[src/polygon_support_point_search_macros.svh]
// Assertion macros used by the support point search RTL.
`ifndef POLYGON_SUPPORT_POINT_SEARCH_MACROS_SVH
`define POLYGON_SUPPORT_POINT_SEARCH_MACROS_SVH

`ifndef ASSERT_OFF
// Antecedent implies consequent in the same cycle.
`define PSS_ASSERT_SAME(label, clk, rst_n, ante, cons) \
    label: assert property (@(posedge clk) disable iff (!rst_n) (ante) |-> (cons)) \
        else $error("assertion failed");
// Antecedent implies consequent in the next cycle.
`define PSS_ASSERT_NEXT(label, clk, rst_n, ante, cons) \
    label: assert property (@(posedge clk) disable iff (!rst_n) (ante) |=> (cons)) \
        else $error("assertion failed");
`else
`define PSS_ASSERT_SAME(label, clk, rst_n, ante, cons)
`define PSS_ASSERT_NEXT(label, clk, rst_n, ante, cons)
`endif

`endif

[src/pss_dot.sv]
// Dot product multiplier stage: registers both products and the vertex.
module pss_dot #(
    parameter int COORD_BITS = 16
) (
    input  logic                           i_clk,
    input  logic signed [COORD_BITS-1:0]   i_dir_x,
    input  logic signed [COORD_BITS-1:0]   i_dir_y,
    input  logic signed [COORD_BITS-1:0]   i_vx,
    input  logic signed [COORD_BITS-1:0]   i_vy,
    output logic signed [2*COORD_BITS-1:0] o_px,
    output logic signed [2*COORD_BITS-1:0] o_py,
    output logic signed [COORD_BITS-1:0]   o_vx,
    output logic signed [COORD_BITS-1:0]   o_vy
);

    logic signed [2*COORD_BITS-1:0] r_px;
    logic signed [2*COORD_BITS-1:0] r_py;
    logic signed [COORD_BITS-1:0]   r_vx;
    logic signed [COORD_BITS-1:0]   r_vy;

    always_ff @(posedge i_clk) begin
        r_px <= i_dir_x * i_vx;
        r_py <= i_dir_y * i_vy;
        r_vx <= i_vx;
        r_vy <= i_vy;
    end

    assign o_px = r_px;
    assign o_py = r_py;
    assign o_vx = r_vx;
    assign o_vy = r_vy;

endmodule
[config.mk]
export PLATFORM = sky130hd
export DESIGN_NAME = pss_dot
export DESIGN_NICKNAME = d
export VERILOG_FILES = /design/src/polygon_support_point_search_macros.svh /design/src/pss_dot.sv
export SDC_FILE = /design/constraint.sdc
export NUM_CORES = 1
export LEC_CHECK = 0
export BUFFER_PORTS_ARGS = -buffer_cell sky130_fd_sc_hd__buf_2
export CORE_ASPECT_RATIO = 0.9
export CORE_UTILIZATION = 40
export CTS_CLUSTER_DIAMETER = 80
export DETAILED_ROUTE_END_ITERATION = 8
export SLEW_MARGIN = 20
export SYNTH_ARGS = -nofsm -noshare
export SYNTH_HDL_FRONTEND = slang
export SYNTH_SLANG_ARGS = --single-unit
[constraint.sdc]
create_clock -name i_clk -period 7.4 [get_ports i_clk]
set_clock_uncertainty 0.2 [all_clocks]
set_input_delay 0.74 -clock i_clk [delete_from_list [all_inputs] [get_ports i_clk]]
set_output_delay 0.74 -clock i_clk [all_outputs]
set_load 0.05 [all_outputs]
# Yosys cells after proc, flatten, opt, wreduce, memory -nomap -nowiden
# Cells that the tools add are included.
# totals
regBits	96
inputBits	65
output_inout_bits	96
wordCells	6
# op_classes
n_mul	2
# op_table
op	count
16-bit by 16-bit multiplier with 32-bit output	2

# Longest topological paths before layout
# Gate-level depths: netlist (run 1).
# depth
ltp_word	1
depth_mapped	23
depth_no_buf	22

# Worst setup path before layout (run 1)
# OpenSTA, ideal clock, no wires.
# synth_timing
path_kind	input to register
start	input port i_dir_x[15]
end	register r_px[30], in the netlist o_px[30]
setup_ns	0.123
arrival_ns	6.278
t_required_ns	7.077
slack_ns	0.798
cell_stages	20
n_path_buf	1
path_cell_list	clkbuf_1 -> nand2_1 -> inv_1 -> fa_1 -> fa_1 -> fa_1 -> fa_1 -> fa_1 -> inv_1 -> fa_1 -> inv_1 -> ha_1 -> a21o_1 -> a21o_1 -> a21o_1 -> a221oi_1 -> o21ai_1 -> a211oi_1 -> o21bai_1 -> xor2_1
# synth_via
elab_chain_len	1
# synth_lines
item	line_no	source
start, declared	pss_dot.sv:6	input logic signed [COORD_BITS-1:0] i_dir_x,
16-bit by 16-bit multiplier with 32-bit output	pss_dot.sv:22	r_px <= i_dir_x * i_vx;
end signal, assigned	pss_dot.sv:22	
end, declared	pss_dot.sv:16	logic signed [2*COORD_BITS-1:0] r_px;
# No other way between the ends.

# Final worst setup path (run 1)
# layout_timing
start	input port i_vy[7]
end	register r_py[27], in the netlist o_py[27]
# layout_via
elab_chain_len	1
# layout_lines
item	line_no	source
start, declared	pss_dot.sv:9	input logic signed [COORD_BITS-1:0] i_vy,
16-bit by 16-bit multiplier with 32-bit output	pss_dot.sv:23	r_py <= i_dir_y * i_vy;
end signal, assigned	pss_dot.sv:23	
end, declared	pss_dot.sv:17	logic signed [2*COORD_BITS-1:0] r_py;
# No other way between the ends.

==> results of run 1 <==
==> flip-flops by register name (all words and copies together) (netlist names) <==
| register | count |
|---|---|
| o_px | 32 |
| o_vx | 16 |
| o_vy | 16 |
| o_py | 32 |
==> cell type report <==
type,count,area [sq um]
clock inverter,7,72.6
multi-input combinational,1508,17200
timing repair buffer,176,921
tap,697,872
clock buffer,9,225
sequential,96,1920
inverter,578,2170
fill,5167,29800
==> how the worst max path moves through the flow <==
| stage | startpoint | end | cells after the start |
|---|---|---|---|
| after floorplan | i_dir_x[15] | o_px[30]$_DFF_P_ | 20 |
| after global placement | i_vy[7] | o_py[31]$_DFF_P_ | 23 |
| after detailed placement | i_vy[7] | o_py[31]$_DFF_P_ | 23 |
| after CTS | i_vy[7] | o_py[31]$_DFF_P_ | 23 |
| after global routing | i_vy[7] | o_py[31]$_DFF_P_ | 23 |
| final | i_vy[7] | o_py[27]$_DFF_P_ | 23 |
==> kinds of logic after synthesis <==
logic type / count (synthesis) / synth area share (%)
adder cells (fa/ha/maj): 688 / 58.2
buffers and inverters: 645 / 11.2
AND/OR/NAND/NOR: 602 / 13.9
AO/OA/AOI/OAI: 146 / 4.87
flip-flops: 96 / 8.92
XOR/XNOR: 71 / 2.88
multiplexers: 1 / 0.0464
==> synth_stat cells (all sizes together) (2+ instances only) <==
master / number
o311ai: 5
a31oi: 4
a31o: 2
nand3: 13
clkbuf: 67
a21o: 19
fa: 524
a2111oi: 3
ha: 164
xor2: 17
o21ai: 24
inv: 578
nand2b: 12
o221ai: 2
nand2: 254
nor2b: 4
o21a: 2
o21bai: 11
a21boi: 3
o31ai: 5
a221oi: 2
a211o: 2
o311a: 2
nor2: 49
or2: 2
and3: 4
nand4: 5
nor3: 4
a21oi: 48
and2: 250
dfxtp: 96
nor4: 3
xnor2: 54
a211oi: 5
==> stage by stage <==
| stage | hold slack [ns] | utilization (%) | worst slack [ns] |
|---|---|---|---|
| floorplan | 0.568 | - | 0.798 |
| global placement | 0.770 | 43.5 | 0.120 |
| detailed placement | 0.769 | 43.5 | 0.00919 |
| CTS | 0.322 | 44.0 | 0.444 |
| global route | 0.334 | 44.0 | 0.0807 |
| finish | 0.350 | 44.0 | 0.285 |
==> worst max-delay path, delay by kind of cell <==
family / cells / cell delay (ns)
XOR/XNOR: 1 / 0.16
AO/OA/AOI/OAI: 5 / 1.38
AND/OR/NAND/NOR: 2 / 0.52
buffers and inverters: 8 / 1.00
adder cells (fa/ha/maj): 7 / 3.42
==> layer usage <==
layer  up-vias  global-route usage, %
li1       6788                      -
met1      7589                   30.7
met2       373                   32.1
met3        57                   5.00
met4         6                   4.96
met5         -                      0
==> results_dict.tcl, run 1 <==
set metrics [dict create \
    status "finished with violations" \
    violations "DRC" \
    critPathMaxStageDelay_ns 0.66 \
    tritoncts "built" \
    critPathSlowestCell "o221ai_1" \
    finalNonFillerCells 3071 \
    wl_met3_um 3810 \
    rsz0062_at_grt "no" \
    yosys.cell_types.count 57 \
    grt_pass1_wl_um 90100 \
    wirelength_um 53300 \
    final_cell_mix "inv_1, fa_1, nand2_1" \
    hold_viol 0 \
    worstPathRequired_ns 7.52 \
    die_height_um 222 \
    ioPinCount 161 \
    rows 80 \
    wl_met2_um 23900 \
    dp_hpwl_um 44200 \
    grt_start_max_net_pins 18 \
    grt_pass1_vias 16600 \
    cts_setup_buffers 0 \
    startpoint_type "input pin" \
    hp-class "in -> reg" \
    cap_violations 0 \
    core-area_sq_mm 0.0532 \
    fin_crit_sh_pct 96.2 \
    synth_nets 3002 \
    min_from "i_vx[15]" \
    diodes 0 \
    clockBufferDepth 2 \
    fin_area_sq_mm 0.0234 \
    syn_inst 2249 \
    fin_crit_ns 7.12 \
    worst_path_most_repeated_cell "fa_1" \
    setup_tns_ns 0 \
    final_common_cell "inv_1" \
    antenna_found_initial 7 \
    root_buffer "clkbuf_16" \
    numCtsBuffers 9 \
    ant_nets 0 \
    worst-setup-path-type "in -> reg" \
    tightest_slew_ns 0.835 \
    placed_cells 3055 \
    num_vias 14800 \
    die_w_um 247 \
    synth_area_leaders "fa_1, inv_1, ha_1" \
    grt.total_usage_pct 21.2 \
    first_pass_iters 7 \
    cp_max_fo 17 \
    synth_ff_type "dfxtp_1" \
    synthArstFlopShare_pct 0 \
    cp-end-kind "register" \
    syn_area_per_cell_sq_um 9.58 \
    ys_ff_latch 96 \
    cts_resized 0 \
    wl_per_cell_um 17.4 \
    timing.slew.headroom_pct 44.1 \
    synth_edf_count 0 \
    drive_gt1_share_pct 8.80 \
    postCtsHoldBufs 0 \
    cts_htree_levels 3 \
    synth_seq_area_share_pct 8.92 \
    port_buffers 160 \
    hold_path_depth 1 \
    holdPathEnd "o_vx[15]$_DFF_P_" \
    gp_congestion 0.890 \
    drt-met1-wl_um 24800 \
    drv_slew 0 \
    drt_iter0_drc 897 \
    placed_cell_area_sq_mm 0.0231 \
    cts_sinks 96 \
    crit_chain "buf_2 > nand2_1 > fa_1 > inv_1 > fa_1 > inv_1 > fa_1 > inv_1 > fa_1 > fa_1 > inv_1 > fa_1 > inv_1 > ha_1 > nand4_1 > o221ai_1 > a32oi_1 > buf_4 > a31oi_1 > buf_4 > a21oi_1 > o21ai_0 > xor2_1" \
    synth_top_area_share_pct 48.7 \
    nNetsFinal 3122 \
    synth_area_leader_cell "fa_1" \
    via_per_inst 4.82 \
    max_freq_ghz 0.141 \
    arrival_ns 7.24 \
    syn2layout_area_growth_pct 8.53 \
    finalSetupViolations 0 \
    drc 24 \
    gr-total-overflow 0 \
    initial_utilization_pct 40.6 \
    synthesis.area_sq_mm 0.0216 \
    clk_pin_slew_ns 0.09 \
    top_layer_used "met5" \
    yosys_warnings 0 \
    dieArea_sq_mm 0.0548 \
]
Power of run 1 is left out: the tool's default activity adds up to more than one toggle a clock period on the data nets, which glitch-free logic cannot reach.
==> inputs of run 2 (changes only) <==
Settings changed: CTS_BUF_LIST set to sky130_fd_sc_hd__clkbuf_8.
==> run 2 against run 1 <==
Net effect: the flow still finishes with violations (DRC); design area down 0.43%; cell count unchanged; routed wire length down 0.14%; worst hold slack lost 0.075 ns; critical endpoint unchanged.
==> results_dict.tcl, run 2 (synthesis gave the netlist of run 1 again) <==
set metrics [dict create \
    status "finished with violations" \
    violations "DRC" \
    diodes 0 \
    postCtsHoldBufs 0 \
    ant_nets 0 \
    drc 24 \
    cts_sinks 96 \
    dieArea_sq_mm 0.0548 \
    tightest_slew_ns 0.804 \
    nNetsFinal 3122 \
    syn2layout_area_growth_pct 8.06 \
    final_cell_mix "inv_1, fa_1, nand2_1" \
    cp-end-kind "register" \
    dp_hpwl_um 44200 \
    clockBufferDepth 2 \
    timing.slew.headroom_pct 46.1 \
    first_pass_iters 7 \
    rsz0062_at_grt "no" \
    drt_iter0_drc 914 \
    fillCellCount 5168 \
    initial_utilization_pct 40.6 \
    cts_htree_levels 3 \
    cap_violations 0 \
    arrival_ns 7.24 \
    clk_pin_slew_ns 0.13 \
    antenna_found_initial 7 \
    drv_slew 0 \
    crit_chain "buf_2 > nand2_1 > fa_1 > inv_1 > fa_1 > inv_1 > fa_1 > inv_1 > fa_1 > fa_1 > inv_1 > fa_1 > inv_1 > ha_1 > nand4_1 > o221ai_1 > a32oi_1 > buf_4 > a31oi_1 > buf_4 > a21oi_1 > o21ai_0 > xor2_1" \
    fin_crit_sh_pct 95.4 \
    die_height_um 222 \
    rows 80 \
    startpoint_type "input pin" \
    via_per_inst 4.82 \
    worst-setup-path-type "in -> reg" \
    hp-class "in -> reg" \
    cts_resized 0 \
    core-area_sq_mm 0.0532 \
    grt_pass1_vias 16500 \
    finalSetupViolations 0 \
    grt_pass1_wl_um 90000 \
    max_freq_ghz 0.142 \
    setup_tns_ns 0 \
    grt.total_usage_pct 21.2 \
    die_w_um 247 \
    seq_area_sq_mm 0.00192 \
    ioPinCount 161 \
    wl_per_cell_um 17.3 \
    multiInputGateArea_sq_mm 0.0172 \
    root_buffer "clkbuf_8" \
    port_buffers 160 \
    numCtsBuffers 9 \
    worstPathRequired_ns 7.58 \
    gp_congestion 0.890 \
    holdWs_ns 0.275 \
    critPathMaxStageDelay_ns 0.67 \
    wirelength_um 53300 \
    grt_start_max_net_pins 18 \
    hold_viol 0 \
    final_common_cell "inv_1" \
    critPathSlowestCell "o221ai_1" \
    num_vias 14800 \
    cp_max_fo 17 \
    fin_crit_ns 7.06 \
    worst_path_most_repeated_cell "fa_1" \
    cts_setup_buffers 0 \
    gr-total-overflow 0 \
    tritoncts "built" \
    drive_gt1_share_pct 8.80 \
]
==> run 2: cell counts in the layout (fill, tap and decap cells not counted) <==
No cell type changed its count.
==> run 2: final timing paths <==
path              startpoint          endpoint  depth (start not counted)
setup / recovery     i_vy[7]  o_py[27]$_DFF_P_                         23
hold / removal      i_vx[15]  o_vx[15]$_DFF_P_                          1
==> run 2: layer usage <==
metal / up-vias / GRT usage [%] / wire length [um]
li1: 6782 / - / -
met1: 7571 / 30.7 / 24900
met2: 392 / 32.1 / 23700
met3: 65 / 4.80 / 3630
met4: 6 / 5.04 / 941
met5: - / 0 / 35
==> run 2: through the flow <==
step	area [sq um]	cells	setup slack, ns	util (%)
3_3_place_gp	23100	3055	0.120	43.5
6_report	23300	3071	0.341	43.8
3_5_place_dp	23100	3055	0.00919	43.5
2_1_floorplan	21600	2249	0.798	-
4_1_cts	23300	3071	0.548	43.8
5_1_grt	23300	3071	0.166	43.8
==> run 2: final cells by class <==
class                           count  area share (%)
Sequential cell                    96            8.25
Clock buffer                        9           0.532
Inverter                          578            9.31
Tap cell                          697            3.74
Clock inverter                      7           0.312
Timing Repair Buffer              176            3.95
Multi-Input combinational cell   1508            73.9
==> run 2: worst max-delay path: cells and delay by family <==
family | cells | cell delay, ns
simple gates | 2 | 0.53
compound gates | 5 | 1.39
fa+ha+maj | 7 | 3.41
buf+inv | 8 | 1.00
xor+xnor | 1 | 0.16
Power of run 2 is left out for the same reason.
==> inputs of run 3 (changes only) <==
Settings changed: BUFFER_PORTS_ARGS -buffer_cell sky130_fd_sc_hd__buf_2 to -buffer_cell sky130_fd_sc_hd__clkbuf_2.
==> run 3 against run 2 <==
Net effect: core utilization is 0.25 points higher; the flow still finishes with violations (DRC); via count hardly changed; design area is 0.57% higher; routed wire length is 1.3% lower; largest cell class unchanged.
==> results_dict.tcl, run 3 (synthesis gave the netlist of run 1 again) <==
set metrics [dict create \
    worst_slack_ns 0.394 \
    ant_nets 0 \
    met2_usage_pct 31.8 \
    final_common_cell "inv_1" \
    die_height_um 222 \
    syn2layout_area_growth_pct 8.68 \
    hp-class "in -> reg" \
    post-place-ws_ns 0.00282 \
    drc 25 \
    clockBufferDepth 2 \
    clk_pin_slew_ns 0.11 \
    top_usage_layer "met2" \
    status "finished with violations" \
    grt.total_usage_pct 21.0 \
    drive_gt1_share_pct 9.49 \
    tritoncts "built" \
    cts_setup_buffers 0 \
    utilization_pct 44.1 \
    placed_cells 3073 \
    worst_path_most_repeated_cell "fa_1" \
    num_vias 14800 \
    wl_per_cell_um 17.0 \
    numCtsBuffers 9 \
    postCtsHoldBufs 0 \
    ioPinCount 161 \
    grt_pass1_vias 16400 \
    rsz0062_at_grt "no" \
    final_cell_mix "inv_1, fa_1, nand2_1" \
    cts_htree_levels 3 \
    drt_iter0_drc 800 \
    holdWs_ns 0.329 \
    cts_sinks 96 \
    initial_utilization_pct 40.6 \
    grtUsageMet1_pct 30.6 \
    tightest_slew_ns 0.789 \
    max_freq_ghz 0.143 \
    arrival_ns 7.19 \
    diodes 0 \
    cp-end-kind "register" \
    finalNonFillerCells 3089 \
    grt_use_met3_pct 4.58 \
    cts_resized 0 \
    hold_viol 0 \
    port_buffers 160 \
    gr-total-overflow 0 \
    startpoint_type "input pin" \
    dp_hpwl_um 44700 \
    worst-setup-path-type "in -> reg" \
    grt_pass1_wl_um 89100 \
    dieArea_sq_mm 0.0548 \
    root_buffer "clkbuf_8" \
    cap_violations 0 \
    timing.slew.headroom_pct 47.4 \
    critPathSlowestCell "fa_1" \
    violations "DRC" \
    gp_congestion 0.882 \
    die_w_um 247 \
    first_pass_iters 7 \
    fin_crit_sh_pct 94.7 \
    wirelength_um 52600 \
    critPathMaxStageDelay_ns 0.75 \
    nNetsFinal 3140 \
    rows 80 \
    grt_start_max_net_pins 18 \
    finalSetupViolations 0 \
    crit_chain "clkbuf_2 > nand2_1 > inv_1 > fa_1 > fa_1 > fa_1 > fa_1 > fa_1 > inv_1 > fa_1 > inv_1 > ha_1 > nand3_1 > nor3_1 > a32oi_1 > buf_4 > a31oi_1 > a2111oi_0 > o21bai_1 > a21oi_1 > xnor2_1" \
    core-area_sq_mm 0.0532 \
    min_from "i_vx[15]" \
    holdPathEnd "o_vx[15]$_DFF_P_" \
    worstPathRequired_ns 7.58 \
    hold_path_depth 1 \
    drv_slew 0 \
    via_per_inst 4.79 \
    cp_max_fo 7 \
    antenna_found_initial 0 \
    fin_crit_ns 7.01 \
]
## run 3: worst max-delay path by stage
stage | to | cells after the start | startpoint
floorplan | o_px[30]$_DFF_P_ | 20 | i_dir_x[15]
global placement | o_py[31]$_DFF_P_ | 21 | i_dir_y[15]
detailed placement | o_py[31]$_DFF_P_ | 21 | i_dir_y[15]
CTS | o_py[31]$_DFF_P_ | 21 | i_dir_y[15]
global route | o_py[31]$_DFF_P_ | 21 | i_dir_y[15]
finish | o_py[31]$_DFF_P_ | 21 | i_dir_y[15]
## run 3: cell type report
type,instances,area (sq um)
well taps,697,872
multi-input cells,1508,17200
clock buffers,9,124
repair buffers,194,1060
fillers,5130,29700
flip-flops and latches,96,1920
inverters,578,2170
clock inverters,7,71.3
## run 3: through the flow
stage,setup TNS (ns),cell area (sq um)
floorplan,0,21600
global placement,-0.100,23200
detailed placement,0,23200
CTS,0,23400
global route,0,23400
finish,0,23400
## run 3: worst max-delay path: cells and delay by family
kind,cells,cell delay [ns]
adder cells (fa/ha/maj),7,3.64
AND/OR/NAND/NOR,3,0.69
AO/OA/AOI/OAI,5,1.31
buffers and inverters,5,0.66
XOR/XNOR,1,0.13
## run 3: per-layer routing
layer,up-vias,share of wire [%]
met5,-,0
met4,0,1.4
met3,48,7.3
met2,399,45
met1,7546,46
li1,6815,-
Power of run 3 is left out for the same reason.
